### src/fscd_pkg.sv
package fscd_pkg;

  localparam int MaxFrameDef = 7;
  localparam int MaxFrameHi  = 16;
  localparam int PosW        = $clog2(MaxFrameHi + 1);
  localparam int QueueDepth  = 4;
  localparam int DelayW      = 20;
  localparam int CfgIdxW     = 2;
  localparam int CfgDataW    = 16;

  localparam logic [DelayW-1:0] DelayCap = 20'd999999;

  localparam logic [7:0]  StartMarkerRst  = 8'd2;
  localparam logic [7:0]  EndMarkerRst    = 8'd3;
  localparam logic [15:0] DefaultDelayRst = 16'd250;
  localparam logic [15:0] QuickDelayRst   = 16'd50;

  localparam logic [7:0] ChS    = "S";
  localparam logic [7:0] ChC    = "C";
  localparam logic [7:0] ChR    = "R";
  localparam logic [7:0] ChW    = "W";
  localparam logic [7:0] ChL    = "L";
  localparam logic [7:0] ChUp   = "U";
  localparam logic [7:0] ChUpQ  = "u";
  localparam logic [7:0] ChDn   = "D";
  localparam logic [7:0] ChDnQ  = "d";
  localparam logic [7:0] ChMy   = "M";
  localparam logic [7:0] ChMyQ  = "m";
  localparam logic [7:0] ChPg   = "P";
  localparam logic [7:0] ChPgQ  = "p";
  localparam logic [7:0] ChZero = "0";
  localparam logic [7:0] ChTwo  = "2";
  localparam logic [7:0] ChNine = "9";

  typedef enum logic [3:0] {
    ACT_ERROR   = 4'd0,
    ACT_STATUS  = 4'd1,
    ACT_DEBUG   = 4'd2,
    ACT_READ    = 4'd3,
    ACT_WRITE   = 4'd4,
    ACT_CHANNEL = 4'd5,
    ACT_UP      = 4'd6,
    ACT_DOWN    = 4'd7,
    ACT_MY      = 4'd8,
    ACT_PROG    = 4'd9,
    ACT_Q_UP    = 4'd10,
    ACT_Q_DOWN  = 4'd11,
    ACT_Q_MY    = 4'd12,
    ACT_Q_PROG  = 4'd13
  } action_e;

  typedef enum logic [2:0] {
    ERR_NONE    = 3'd0,
    ERR_UNKNOWN = 3'd1,
    ERR_SHORT   = 3'd2,
    ERR_LONG    = 3'd3,
    ERR_DATA    = 3'd4
  } error_e;

  typedef enum logic [CfgIdxW-1:0] {
    CFG_START   = 2'd0,
    CFG_END     = 2'd1,
    CFG_DEFAULT = 2'd2,
    CFG_QUICK   = 2'd3
  } cfg_idx_e;

  typedef enum logic [1:0] {
    PH_IDLE,
    PH_START,
    PH_ACQUIRE
  } phase_e;

  typedef enum logic [1:0] {
    OP_STORE,
    OP_DECODE,
    OP_ERROR
  } op_e;

  typedef enum logic [1:0] {
    BK_IDLE,
    BK_FETCH,
    BK_EXAM
  } back_state_e;

  typedef enum logic [1:0] {
    KD_CMD,
    KD_CONFIG,
    KD_QUICK,
    KD_PULSE
  } kind_e;

  typedef struct packed {
    op_e             op;
    logic [PosW-1:0] pos;
    logic [7:0]      data;
    error_e          err;
  } job_t;

  typedef struct packed {
    logic [3:0]        action;
    logic [2:0]        error_code;
    logic [DelayW-1:0] duration;
    logic [3:0]        target_channel;
    logic [1:0]        debug_level;
  } result_t;

  function automatic logic is_digit(input logic [7:0] b);
    return (b >= ChZero) && (b <= ChNine);
  endfunction

endpackage

### src/fscd_if.sv
interface fscd_rx_if;
  logic       valid;
  logic       ready;
  logic [7:0] rx_byte;

  modport source (output valid, output rx_byte, input ready);
  modport sink   (input valid, input rx_byte, output ready);
endinterface

interface fscd_res_if;
  logic        valid;
  logic        ready;
  logic [3:0]  action;
  logic [2:0]  error_code;
  logic [19:0] duration;
  logic [3:0]  target_channel;
  logic [1:0]  debug_level;

  modport source (output valid, output action, output error_code, output duration,
                  output target_channel, output debug_level, input ready);
  modport sink   (input valid, input action, input error_code, input duration,
                  input target_channel, input debug_level, output ready);
endinterface

### src/fscd_front.sv
module fscd_front
  import fscd_pkg::*;
#(
  parameter int MAX_FRAME = MaxFrameDef
) (
  input  logic       clk_i,
  input  logic       rst_ni,
  input  logic [7:0] start_marker_i,
  input  logic [7:0] end_marker_i,
  fscd_rx_if.sink    rx_i,
  output job_t       job_o,
  output logic       job_valid_o,
  input  logic       job_full_i
);

  localparam int LW = $clog2(MAX_FRAME + 1);

  phase_e          phase_q, phase_d;
  logic [LW-1:0]   len_q, len_d;
  logic            take;
  logic [7:0]      b;

  assign rx_i.ready = !job_full_i;
  assign take       = rx_i.valid && rx_i.ready;
  assign b          = rx_i.rx_byte;

  always_comb begin
    phase_d     = phase_q;
    len_d       = len_q;
    job_valid_o = 1'b0;
    job_o.op    = OP_STORE;
    job_o.pos   = PosW'(len_q);
    job_o.data  = b;
    job_o.err   = ERR_NONE;
    if (take && (b != 8'd0)) begin
      if (b == start_marker_i) begin
        phase_d = PH_START;
        len_d   = '0;
      end else if (b == end_marker_i) begin
        phase_d = PH_IDLE;
        case (phase_q)
          PH_ACQUIRE: begin
            job_valid_o = 1'b1;
            job_o.op    = OP_DECODE;
            len_d       = '0;
          end
          default: begin
            if (len_q != '0) begin
              job_valid_o = 1'b1;
              job_o.op    = OP_ERROR;
              job_o.err   = ERR_SHORT;
            end
          end
        endcase
      end else begin
        case (phase_q)
          PH_START, PH_ACQUIRE: begin
            if (len_q < LW'(MAX_FRAME)) begin
              job_valid_o = 1'b1;
              len_d       = len_q + LW'(1);
              phase_d     = PH_ACQUIRE;
            end else begin
              job_valid_o = 1'b1;
              job_o.op    = OP_ERROR;
              job_o.err   = ERR_LONG;
              phase_d     = PH_IDLE;
            end
          end
          default: phase_d = phase_q;
        endcase
      end
    end
  end

  always_ff @(posedge clk_i or negedge rst_ni) begin
    if (!rst_ni) begin
      phase_q <= PH_IDLE;
      len_q   <= '0;
    end else begin
      phase_q <= phase_d;
      len_q   <= len_d;
    end
  end

endmodule

### src/fscd_queue.sv
module fscd_queue
  import fscd_pkg::*;
#(
  parameter int DEPTH = QueueDepth
) (
  input  logic clk_i,
  input  logic rst_ni,
  input  logic push_i,
  input  job_t push_data_i,
  output logic full_o,
  input  logic pop_i,
  output logic empty_o,
  output job_t head_o
);

  localparam int PW = (DEPTH > 1) ? $clog2(DEPTH) : 1;
  localparam int CW = $clog2(DEPTH + 1);

  job_t          mem_q [DEPTH];
  logic [PW-1:0] wr_q, wr_d, rd_q, rd_d;
  logic [CW-1:0] cnt_q, cnt_d;
  logic          do_push, do_pop;

  assign full_o  = (cnt_q == CW'(DEPTH));
  assign empty_o = (cnt_q == '0);
  assign head_o  = mem_q[rd_q];
  assign do_push = push_i && !full_o;
  assign do_pop  = pop_i && !empty_o;

  always_comb begin
    wr_d  = wr_q;
    rd_d  = rd_q;
    cnt_d = cnt_q;
    if (do_push) begin
      wr_d = (wr_q == PW'(DEPTH - 1)) ? '0 : wr_q + PW'(1);
    end
    if (do_pop) begin
      rd_d = (rd_q == PW'(DEPTH - 1)) ? '0 : rd_q + PW'(1);
    end
    if (do_push && !do_pop) begin
      cnt_d = cnt_q + CW'(1);
    end else if (do_pop && !do_push) begin
      cnt_d = cnt_q - CW'(1);
    end
  end

  always_ff @(posedge clk_i or negedge rst_ni) begin
    if (!rst_ni) begin
      wr_q  <= '0;
      rd_q  <= '0;
      cnt_q <= '0;
    end else begin
      wr_q  <= wr_d;
      rd_q  <= rd_d;
      cnt_q <= cnt_d;
    end
  end

  always_ff @(posedge clk_i) begin
    if (do_push) begin
      mem_q[wr_q] <= push_data_i;
    end
  end

endmodule

### src/fscd_back.sv
module fscd_back
  import fscd_pkg::*;
#(
  parameter int MAX_FRAME = MaxFrameDef
) (
  input  logic        clk_i,
  input  logic        rst_ni,
  input  job_t        job_i,
  input  logic        job_empty_i,
  output logic        job_pop_o,
  input  logic [15:0] default_delay_i,
  input  logic [15:0] quick_delay_i,
  fscd_res_if.source  res_o
);

  localparam int AW = $clog2(MAX_FRAME);
  localparam int LW = $clog2(MAX_FRAME + 1);

  back_state_e       state_q, state_d;
  kind_e             kind_q, kind_d;
  action_e           act_q, act_d;
  logic [AW-1:0]     idx_q, idx_d;
  logic [LW-1:0]     len_q, len_d;
  logic [DelayW-1:0] acc_q, acc_d;
  logic [1:0]        debug_q, debug_d;
  result_t           res_q, res_d;
  logic              res_valid_q, res_valid_d;

  logic [7:0]        store_q [MAX_FRAME];
  logic [7:0]        rd_q;
  logic              store_we;

  action_e           cmd_act;
  logic              cmd_pulse, cmd_quick;
  logic [7:0]        digit;
  logic [LW-1:0]     nxt;
  logic              more;
  logic [23:0]       prod;
  logic [DelayW-1:0] acc_sat;
  logic              emit;
  result_t           emit_res;

  function automatic result_t make_err(input error_e e, input logic [1:0] dbg);
    result_t r;
    r.action         = ACT_ERROR;
    r.error_code     = e;
    r.duration       = '0;
    r.target_channel = '0;
    r.debug_level    = dbg;
    return r;
  endfunction

  function automatic result_t make_act(input action_e a, input logic [DelayW-1:0] d,
                                       input logic [3:0] ch, input logic [1:0] dbg);
    result_t r;
    r.action         = a;
    r.error_code     = ERR_NONE;
    r.duration       = d;
    r.target_channel = ch;
    r.debug_level    = dbg;
    return r;
  endfunction

  assign store_we = job_pop_o && (job_i.op == OP_STORE);

  always_ff @(posedge clk_i) begin
    if (store_we) begin
      store_q[job_i.pos[AW-1:0]] <= job_i.data;
    end
    rd_q <= store_q[idx_q];
  end

  always_comb begin
    case (rd_q)
      ChL:     cmd_act = ACT_CHANNEL;
      ChUp:    cmd_act = ACT_UP;
      ChDn:    cmd_act = ACT_DOWN;
      ChMy:    cmd_act = ACT_MY;
      ChPg:    cmd_act = ACT_PROG;
      ChUpQ:   cmd_act = ACT_Q_UP;
      ChDnQ:   cmd_act = ACT_Q_DOWN;
      ChMyQ:   cmd_act = ACT_Q_MY;
      ChPgQ:   cmd_act = ACT_Q_PROG;
      default: cmd_act = ACT_ERROR;
    endcase
  end

  assign cmd_quick = (cmd_act >= ACT_Q_UP);
  assign cmd_pulse = (cmd_act >= ACT_CHANNEL) && (cmd_act <= ACT_PROG);
  assign digit     = rd_q - ChZero;
  assign nxt       = LW'(idx_q) + LW'(1);
  assign more      = (nxt < len_q);
  assign prod      = {1'b0, acc_q, 3'b000} + {3'b000, acc_q, 1'b0} + 24'(digit[3:0]);
  assign acc_sat   = (prod > 24'(DelayCap)) ? DelayCap : prod[DelayW-1:0];

  always_comb begin
    state_d     = state_q;
    kind_d      = kind_q;
    act_d       = act_q;
    idx_d       = idx_q;
    len_d       = len_q;
    acc_d       = acc_q;
    debug_d     = debug_q;
    job_pop_o   = 1'b0;
    emit        = 1'b0;
    emit_res    = make_err(ERR_NONE, debug_q);
    res_valid_d = res_valid_q && !res_o.ready;

    case (state_q)
      BK_IDLE: begin
        if (!job_empty_i) begin
          case (job_i.op)
            OP_STORE: job_pop_o = 1'b1;
            OP_ERROR: begin
              if (!res_valid_q) begin
                job_pop_o = 1'b1;
                emit      = 1'b1;
                emit_res  = make_err(job_i.err, debug_q);
              end
            end
            OP_DECODE: begin
              if (!res_valid_q) begin
                job_pop_o = 1'b1;
                len_d     = job_i.pos[LW-1:0];
                idx_d     = '0;
                kind_d    = KD_CMD;
                state_d   = BK_FETCH;
              end
            end
            default: job_pop_o = 1'b1;
          endcase
        end
      end

      BK_FETCH: state_d = BK_EXAM;

      BK_EXAM: begin
        state_d = BK_IDLE;
        case (kind_q)
          KD_CMD: begin
            if ((rd_q == ChS) || (rd_q == ChR)) begin
              emit = 1'b1;
              if (len_q > LW'(1)) begin
                emit_res = make_err(ERR_LONG, debug_q);
              end else begin
                emit_res = make_act((rd_q == ChS) ? ACT_STATUS : ACT_READ, '0, '0, debug_q);
              end
            end else if (rd_q == ChW) begin
              emit     = 1'b1;
              emit_res = make_act(ACT_WRITE, '0, '0, debug_q);
            end else if (rd_q == ChC) begin
              if (len_q > LW'(3)) begin
                emit     = 1'b1;
                emit_res = make_err(ERR_LONG, debug_q);
              end else if (len_q < LW'(3)) begin
                emit     = 1'b1;
                emit_res = make_err(ERR_SHORT, debug_q);
              end else begin
                kind_d  = KD_CONFIG;
                idx_d   = AW'(1);
                state_d = BK_FETCH;
              end
            end else if (cmd_pulse) begin
              act_d = cmd_act;
              if (len_q <= LW'(1)) begin
                emit     = 1'b1;
                emit_res = make_act(cmd_act, DelayW'(default_delay_i), '0, debug_q);
              end else begin
                acc_d   = '0;
                kind_d  = KD_PULSE;
                idx_d   = AW'(1);
                state_d = BK_FETCH;
              end
            end else if (cmd_quick) begin
              act_d = cmd_act;
              if (len_q > LW'(2)) begin
                emit     = 1'b1;
                emit_res = make_err(ERR_LONG, debug_q);
              end else if (len_q == LW'(2)) begin
                kind_d  = KD_QUICK;
                idx_d   = AW'(1);
                state_d = BK_FETCH;
              end else begin
                emit     = 1'b1;
                emit_res = make_act(cmd_act, DelayW'(quick_delay_i), '0, debug_q);
              end
            end else begin
              emit     = 1'b1;
              emit_res = make_err(ERR_UNKNOWN, debug_q);
            end
          end

          KD_CONFIG: begin
            if (idx_q == AW'(1)) begin
              if (rd_q == ChDn) begin
                idx_d   = AW'(2);
                state_d = BK_FETCH;
              end else begin
                emit     = 1'b1;
                emit_res = make_err(ERR_DATA, debug_q);
              end
            end else if ((rd_q >= ChZero) && (rd_q <= ChTwo)) begin
              debug_d  = digit[1:0];
              emit     = 1'b1;
              emit_res = make_act(ACT_DEBUG, '0, '0, digit[1:0]);
            end else begin
              emit     = 1'b1;
              emit_res = make_err(ERR_DATA, debug_q);
            end
          end

          KD_QUICK: begin
            emit = 1'b1;
            if (is_digit(rd_q)) begin
              emit_res = make_act(act_q, DelayW'(quick_delay_i), digit[3:0], debug_q);
            end else begin
              emit_res = make_err(ERR_DATA, debug_q);
            end
          end

          KD_PULSE: begin
            if (!is_digit(rd_q)) begin
              emit     = 1'b1;
              emit_res = make_err(ERR_DATA, debug_q);
            end else if (more) begin
              acc_d   = acc_sat;
              idx_d   = nxt[AW-1:0];
              state_d = BK_FETCH;
            end else begin
              emit     = 1'b1;
              emit_res = make_act(act_q, acc_sat, '0, debug_q);
            end
          end

          default: state_d = BK_IDLE;
        endcase
      end

      default: state_d = BK_IDLE;
    endcase

    res_d = res_q;
    if (emit) begin
      res_d       = emit_res;
      res_valid_d = 1'b1;
    end
  end

  always_ff @(posedge clk_i or negedge rst_ni) begin
    if (!rst_ni) begin
      state_q     <= BK_IDLE;
      debug_q     <= '0;
      res_valid_q <= 1'b0;
    end else begin
      state_q     <= state_d;
      debug_q     <= debug_d;
      res_valid_q <= res_valid_d;
    end
  end

  always_ff @(posedge clk_i) begin
    kind_q <= kind_d;
    act_q  <= act_d;
    idx_q  <= idx_d;
    len_q  <= len_d;
    acc_q  <= acc_d;
    res_q  <= res_d;
  end

  assign res_o.valid          = res_valid_q;
  assign res_o.action         = res_q.action;
  assign res_o.error_code     = res_q.error_code;
  assign res_o.duration       = res_q.duration;
  assign res_o.target_channel = res_q.target_channel;
  assign res_o.debug_level    = res_q.debug_level;

endmodule

### src/framed_serial_command_decoder.sv
// Channel   Dir  Handshake          Word
// rx_i      in   valid/ready        rx_byte[7:0]
// res_o     out  valid/ready        action, error_code, duration, target_channel,
//                                   debug_level
// cfg       in   cfg_we_i only      cfg_idx_i[1:0], cfg_data_i[15:0]
//
// A byte is taken whenever the job queue has room.
// The back end pops stored byte and error jobs singly, and decodes a frame by
// alternating fetch and exam states, one frame-store read port walking the bytes.
// A result sits in an output register; the back end holds further decode and error
// jobs until it is taken, while stored bytes at the queue head keep draining.
// Reset is asynchronous, active low, and needs no clearing pass.
module framed_serial_command_decoder
  import fscd_pkg::*;
#(
  parameter int MAX_FRAME   = MaxFrameDef,
  parameter int QUEUE_DEPTH = QueueDepth
) (
  input  logic                clk_i,
  input  logic                rst_ni,
  input  logic                cfg_we_i,
  input  logic [CfgIdxW-1:0]  cfg_idx_i,
  input  logic [CfgDataW-1:0] cfg_data_i,
  fscd_rx_if.sink             rx_i,
  fscd_res_if.source          res_o
);

  logic [7:0]  start_q, end_q;
  logic [15:0] dflt_q, quick_q;

  job_t        push_job, head_job;
  logic        push_valid, q_full, q_empty, q_pop;

  always_ff @(posedge clk_i or negedge rst_ni) begin
    if (!rst_ni) begin
      start_q <= StartMarkerRst;
      end_q   <= EndMarkerRst;
      dflt_q  <= DefaultDelayRst;
      quick_q <= QuickDelayRst;
    end else if (cfg_we_i) begin
      case (cfg_idx_i)
        CFG_START:   start_q <= cfg_data_i[7:0];
        CFG_END:     end_q   <= cfg_data_i[7:0];
        CFG_DEFAULT: dflt_q  <= cfg_data_i;
        CFG_QUICK:   quick_q <= cfg_data_i;
        default:     start_q <= start_q;
      endcase
    end
  end

  fscd_front #(
    .MAX_FRAME (MAX_FRAME)
  ) u_front (
    .clk_i          (clk_i),
    .rst_ni         (rst_ni),
    .start_marker_i (start_q),
    .end_marker_i   (end_q),
    .rx_i           (rx_i),
    .job_o          (push_job),
    .job_valid_o    (push_valid),
    .job_full_i     (q_full)
  );

  fscd_queue #(
    .DEPTH (QUEUE_DEPTH)
  ) u_queue (
    .clk_i       (clk_i),
    .rst_ni      (rst_ni),
    .push_i      (push_valid),
    .push_data_i (push_job),
    .full_o      (q_full),
    .pop_i       (q_pop),
    .empty_o     (q_empty),
    .head_o      (head_job)
  );

  fscd_back #(
    .MAX_FRAME (MAX_FRAME)
  ) u_back (
    .clk_i           (clk_i),
    .rst_ni          (rst_ni),
    .job_i           (head_job),
    .job_empty_i     (q_empty),
    .job_pop_o       (q_pop),
    .default_delay_i (dflt_q),
    .quick_delay_i   (quick_q),
    .res_o           (res_o)
  );

endmodule

### src/flat_wrapper.sv
// flat-port wrapper written by rule: the top's interface ports become plain ports
module framed_serial_command_decoder_flat import fscd_pkg::*;
#(
  parameter int MAX_FRAME   = MaxFrameDef,
  parameter int QUEUE_DEPTH = QueueDepth
)
  (clk_i, rst_ni, cfg_we_i, cfg_idx_i, cfg_data_i, rx_i_valid, rx_i_rx_byte, rx_i_ready, res_o_valid, res_o_action, res_o_error_code, res_o_duration, res_o_target_channel, res_o_debug_level, res_o_ready);
  fscd_rx_if rx_i_i ();
  fscd_res_if res_o_i ();
  input  logic clk_i;
  input  logic rst_ni;
  input  logic cfg_we_i;
  input  logic [CfgIdxW-1:0] cfg_idx_i;
  input  logic [CfgDataW-1:0] cfg_data_i;
  input wire logic [$bits(rx_i_i.valid)-1:0] rx_i_valid;
  input wire logic [$bits(rx_i_i.rx_byte)-1:0] rx_i_rx_byte;
  output wire logic [$bits(rx_i_i.ready)-1:0] rx_i_ready;
  output wire logic [$bits(res_o_i.valid)-1:0] res_o_valid;
  output wire logic [$bits(res_o_i.action)-1:0] res_o_action;
  output wire logic [$bits(res_o_i.error_code)-1:0] res_o_error_code;
  output wire logic [$bits(res_o_i.duration)-1:0] res_o_duration;
  output wire logic [$bits(res_o_i.target_channel)-1:0] res_o_target_channel;
  output wire logic [$bits(res_o_i.debug_level)-1:0] res_o_debug_level;
  input wire logic [$bits(res_o_i.ready)-1:0] res_o_ready;
  assign rx_i_i.valid = rx_i_valid;
  assign rx_i_i.rx_byte = rx_i_rx_byte;
  assign rx_i_ready = rx_i_i.ready;
  assign res_o_valid = res_o_i.valid;
  assign res_o_action = res_o_i.action;
  assign res_o_error_code = res_o_i.error_code;
  assign res_o_duration = res_o_i.duration;
  assign res_o_target_channel = res_o_i.target_channel;
  assign res_o_debug_level = res_o_i.debug_level;
  assign res_o_i.ready = res_o_ready;
  framed_serial_command_decoder #(.MAX_FRAME(MAX_FRAME), .QUEUE_DEPTH(QUEUE_DEPTH)) u_core (.clk_i(clk_i), .rst_ni(rst_ni), .cfg_we_i(cfg_we_i), .cfg_idx_i(cfg_idx_i), .cfg_data_i(cfg_data_i), .rx_i(rx_i_i), .res_o(res_o_i));
endmodule
### config.mk
export PLATFORM = sky130hd
export DESIGN_NAME = framed_serial_command_decoder_flat
export DESIGN_NICKNAME = d
export VERILOG_FILES = /design/src/fscd_pkg.sv /design/src/fscd_if.sv /design/src/fscd_front.sv /design/src/fscd_queue.sv /design/src/fscd_back.sv /design/src/framed_serial_command_decoder.sv /design/src/flat_wrapper.sv
export SDC_FILE = /design/constraint.sdc
export NUM_CORES = 1
export LEC_CHECK = 0
export BUFFER_PORTS_ARGS = -buffer_cell sky130_fd_sc_hd__buf_2
export CORE_MARGIN = 10
export CORE_UTILIZATION = 60
export DETAILED_ROUTE_END_ITERATION = 8
export PLACE_DENSITY = 0.8
export SLEW_MARGIN = 10
export SYNTH_ARGS = -nofsm -noshare
export SYNTH_HDL_FRONTEND = slang
export SYNTH_SLANG_ARGS = --single-unit
### constraint.sdc
create_clock -name clk_i -period 4.6 [get_ports clk_i]
set_input_delay 0 -clock clk_i [delete_from_list [all_inputs] [get_ports clk_i]]
set_output_delay 0 -clock clk_i [all_outputs]
set_load 0.02 [all_outputs]
======== Word level (Yosys, flattened, before mapping) ========
Memory sizes are Yosys's and may differ from the RTL's. A register that Yosys moved wholly into a read port is not among the register bits.
Cells that the tools add are included.
operators by class
  add/subtract/negate cells ............... 9
  order comparisons ....................... 14
  equal/unequal tests ..................... 65
  mux-type cells .......................... 148
  bitwise gates (word level) .............. 6
  reductions and logical operators ........ 45
operators with widths
  kind                  count
  $mux 33               12
  $mux 20               8
  $pmux 33 s4           1
  $mux 29               4
  $eq 8x7->1 const B    13
  $mux 3                27
  $mux 2                39
  $pmux 33 s2           1
  $mux 31               2
  $mux 28               2
  $mux 1                41
  $pmux 20 s2           1
  $pmux 4 s9            1
  $add 23x21->24        1
  $add 24x4->24         1
  $gt 24x20->1 const B  1
  $ne 3x3->1 const B    8
  $ne 4x4->1 const B    6
  $ne 2x2->1 const B    11
  $ne 5x5->1 const B    4
  $eq 2x2->1 const B    9
  $reduce_and 17->1     1
  $eq 8x8->1            2
  $le 8x6->1 const B    2
  44 further kinds      89
word-level totals
  flip-flop bits (word level) ............. 130
  RAM bits ................................ 120
  bits of input ports ..................... 31
  output and inout bits ................... 35
  word-level logic and storage cells ...... 311
  memories kept ........................... 2
memories
  name                   depth  width  rd ports  clocked after memory_dff  wr ports  line              text
  u_core.u_queue.mem_q   4      16     1         0                         1         fscd_queue.sv:19  job_t mem_q [DEPTH];
  u_core.u_back.store_q  7      8      1         1                         1         fscd_back.sv:29   logic [7:0] store_q [MAX_FRAME];

======== Logic depth before layout (Yosys ltp) ========
  depth in word-level cells ............... 11
  gate-level depth with buffers ........... 14

======== Hierarchy ========
From an unflattened synthesis, not the netlist that was laid out.
unflattened totals
  cells, all modules ...................... 977
  area total of the unflattened synthesis .. 13297.8 µm²
by module, submodules not included
  module                         instances  cells each  area each (µm²)
  fscd_back                      1          664         7707.4
  fscd_queue                     1          131         3046.7
  framed_serial_command_decoder  1          102         1835.5
  fscd_front                     1          80          708.2

======== Least setup slack after synthesis ========
Ideal clock, no wire load.
  path kind ............................... register to register
  from .................................... reg u_core.u_back.rd_q[3], read port of u_core.u_back.store_q
  to ...................................... reg u_core.u_back.acc_q[9] (data pin)
  library setup time ...................... 0.280 ns
  data arrival time ....................... 3.657 ns
  data required time ...................... 4.320 ns
  path slack .............................. 0.663 ns
  cell stages (with the launch flop) ...... 15
  period minus slack after synthesis ...... 3.937 ns
  cells stage by stage .................... dfxtp_1 clkbuf_1 inv_1 fa_1 inv_1 ha_1 a21o_1 and4_1 or3_1 a222oi_1 o221a_2 a32oi_2 a211oi_4 buf_4 a21oi_1
on the way
  word-level cells in the longest chain between the ends .. 7
RTL lines
  what                  line              text
  from (decl)           fscd_back.sv:30   logic [7:0] rd_q;
  $sub 4x1->4 *         fscd_back.sv:90   assign digit = rd_q - ChZero;
  $add 24x4->24 *       fscd_back.sv:93   assign prod = {1'b0, acc_q, 3'b000} + {3'b000, acc_q, 1'b0} + 24'(digit[3:0]);
  $gt 24x20->1          fscd_back.sv:94   assign acc_sat = (prod > 24'(DelayCap)) ? DelayCap : prod[DelayW-1:0];
  $mux 20 *             fscd_back.sv:94
  $mux 20 *             fscd_back.sv:225  end else if (more) begin
  $mux 20 *             fscd_back.sv:222  if (!is_digit(rd_q)) begin
  $pmux 20 s2 *         fscd_back.sv:139  case (kind_q)
  to (signal assigned)  fscd_back.sv:266  acc_q <= acc_d;
  to (decl)             fscd_back.sv:24   logic [DelayW-1:0] acc_q, acc_d;
Every way passes the cells marked *; elsewhere a longest branch is shown, timed or not. The select of a mux whose other input is x is not followed.
A chain may end at the register's enable or synchronous reset.

==> impl_results.md <==
* WHS at 42.81 ps
* Outcome: completed
* Final count of hold timing violations at 0
* Max Buffers Root-to-Sink at 3
* Initial core utilization at 0.6106
* Setup crit end kind: flip-flop
* FMAX at 0.2310 GHz
* Power per cell area at 569.4 nW/µm²
* Critical Setup Path Class: reg -> reg
* TritonCTS clock tree: built
* IO Port Bufs at 65
* Initial antenna violation count at 0
* Clock share of power at 0.242
* Critical Path AT at 4590 ps
* GPL Wtd Cong at 0.9331
* Ys Warns at 0
* Area growth syn-to-layout at 13.68%
* Post-DP HPWL at 19400 µm
* Leakage at 5.485 nW
* Rows at 52
* Final worst path period share at 0.9411
* Total number of vias at 8292
* Worst skew pair latency at 530 ps
* Post-route DRC violation count at 0
* Synth Cell Area at 12350 µm²
* Top-level I/O count at 66
* GRT Total Usage at 0.2126
* Fin Clk Skew at 19.75 ps
* Sequential area share after synthesis at 0.5761
* CP required at 4860 ps
* Via/cell ratio at 6.216
* Multi-input logic area at 4956 µm²
* Width of the die at 163.5 µm
* CTS buffer count at 25
* Root Buffer: clkbuf_16
* Largest net degree at the start of global routing at 66
* Sequential power share at 0.441
* Internal power at 5.220 mW
* Yosys cell types at 74
* Setup tns final at 0 ps
* Storage cell area at 7117 µm²
* HP Class: in -> reg
* Commonest non-fill, non-tap cells in the layout: edfxtp_1 (177), buf_2 (65), mux2_2 (64)
* Syn Area/Cell at 13.05 µm²
* Synth Net Count at 1036
* Tmin final at 4329 ps
* Fin. max-slew vios at 0
* Combinational fraction of design power at 0.317
* Switch share at 0.3473
* Initial DRT Pass Iterations at 5
* Switching power at 2.777 mW
* Core outline area at 20230 µm²
* Max-cap violations at 0
* Setup-failing EPs final at 0
* CTS H-Tree Depth at 1
* GRT Residual Overflow at 0
* # diodes at 0
* Initial DRC count at 770
* Rel. slew slack at 0.3224
* Die height at 163.5 µm
* Synthesis-stage register bit count at 250
* FFs w/ async S/R, synth at 0.2600
* Synth Instances at 947
* Nets at 1134
* Wire per inst at 21.44 µm
* Final wirelength at 28600 µm
* Max VDD drop at 0.5319 mV
* Vias in the first global route at 8337
* First-pass GRT wire length at 45460 µm
* Proportion of layout cells with a drive suffix above 1 at 0.2218
* Commonest register cell after synthesis: edfxtp_1
* Worst-path clk slew at 60 ps
* RSZ-0062 raised after global routing: no
* Crit path launch type: flip-flop
* # clock sinks at 250
* # Post-CTS Setup Buffers at 0
* Critical-path maximum fanout at 15
* EDFF count, synth at 177
* Die ar. at 26730 µm²
* Worst Max-Slew Pin Slew at 1008 ps
* Fillers at 1368
* Final ANT Viol Nets at 0
* Most common cell after layout, fill and taps aside: edfxtp_1
sequential cells by signal, summed over array words and instances (netlist names), 4 cells and up:
name and flops:
u_core.quick_q 16, u_core.u_back.acc_q 20, u_core.u_back.res_o.duration 20, u_core.start_q 8
u_core.u_back.res_o.target_channel 4, u_core.u_queue.mem_q 56, u_core.u_back.res_o.action 4, u_core.dflt_q 16
u_core.u_back.store_q 56, u_core.u_back.rd_q 8, u_core.end_q 8, u_core.u_back.act_q 4
kinds of logic (layout without fill, tap and decap cells):
group,Yosys count,in the layout,share of synthesized area
simple gates,235,235,0.09996
xor+xnor,29,29,0.02056
buf+inv,75,192,0.02380
flops,250,250,0.5761
fa+ha+maj,58,58,0.06056
compound gates,204,204,0.1125
mux,96,96,0.1065
power by group through the flow:
| stage | combinational, mW | sequential (mW) | clock, mW |
|---|---|---|---|
| after global routing | 2.80 | 3.58 | 2.06 |
| after detailed placement | 2.47 | 3.56 | 0 |
| after CTS | 2.52 | 3.52 | 1.96 |
| after floorplan | 1.73 | 3.50 | 0 |
| after global placement | 2.41 | 3.53 | 0 |
| final | 2.53 | 3.53 | 1.94 |
stage by stage:
stage	power, mW	cells	setup slack [ps]	area [µm²]	utilization
final	7.997	1334	270.8	14040	0.6941
after global placement	5.940	1261	447.9	12990	0.6422
after detailed placement	6.029	1261	218.7	12990	0.6422
after CTS	8.004	1334	210.5	14040	0.6940
after floorplan	5.227	947	663.5	12350	-
after global routing	8.434	1334	26.14	14040	0.6941
area by class of cell:
class / instances / share of cell area
sequential: 250 / 0.5067
multi-input combinational: 622 / 0.3529
inverter: 39 / 0.01042
tap: 270 / 0.02405
timing repair buffer: 107 / 0.05042
clock inverter: 11 / 0.006147
clock buffer: 35 / 0.04935
path summary, 6_finish.rpt:
check	startpoint	endpoint	slack (ps)	depth (start not counted)
max	u_core.u_back.rd_q[3]	u_core.u_back.res_o.duration[14]	270	12
min	cfg_idx_i[1]	u_core.start_q[4]	40	4
max reg2reg	u_core.u_back.rd_q[3]	u_core.u_back.res_o.duration[14]	270	12
min reg2reg	u_core.u_back.state_q[1]	u_core.u_back.state_q[1]	470	1
max in group asynchronous	rst_ni	u_core.u_front.len_q[0]	3820	3
min in group asynchronous	rst_ni	u_core.dflt_q[10]	230	3
worst max-delay path, stage by stage, from the launching register on:
cell       delay (ps)
dfxtp_1           610
inv_1             210
fa_1              570
inv_1              60
ha_1              270
a21o_1            140
nand4_1           120
a21oi_1           570
o311ai_0          250
mux2_2            270
nand4_1           220
a2111oi_1         640
o21ai_0           150
routing by layer:
layer / routed length [µm] / track usage
met1: 11770 / 0.2776
met2: 13980 / 0.3548
met3: 1929 / 0.03448
met4: 918 / 0.07189
met5: 0 / 0
cells in the mapped netlist (13+ instances only):
master,count,area [µm²]
mux2_2,64,720.7
nand3_1,19,95.09
o21ai_0,45,225.2
a21oi_1,49,245.2
nor3_1,16,80.08
inv_1,38,142.6
mux4_2,22,495.5
a21o_1,17,127.6
nand2_1,49,183.9
nor4_1,14,87.58
edfxtp_1,177,5315
ha_1,55,688.2
nor2b_1,13,81.33
xor2_1,21,183.9
dfrtp_1,53,1326
and3_1,17,106.4
nor2_1,43,161.4
and2_1,15,93.84
clkbuf_1,30,112.6
repair_timing:
action	CTS	global route
resized for setup	0	1
hold buffers	27	0
endpoints found under the hold margin	136	0
endpoints found under the setup margin	0	2
Power figures use the tool's default switching activity.
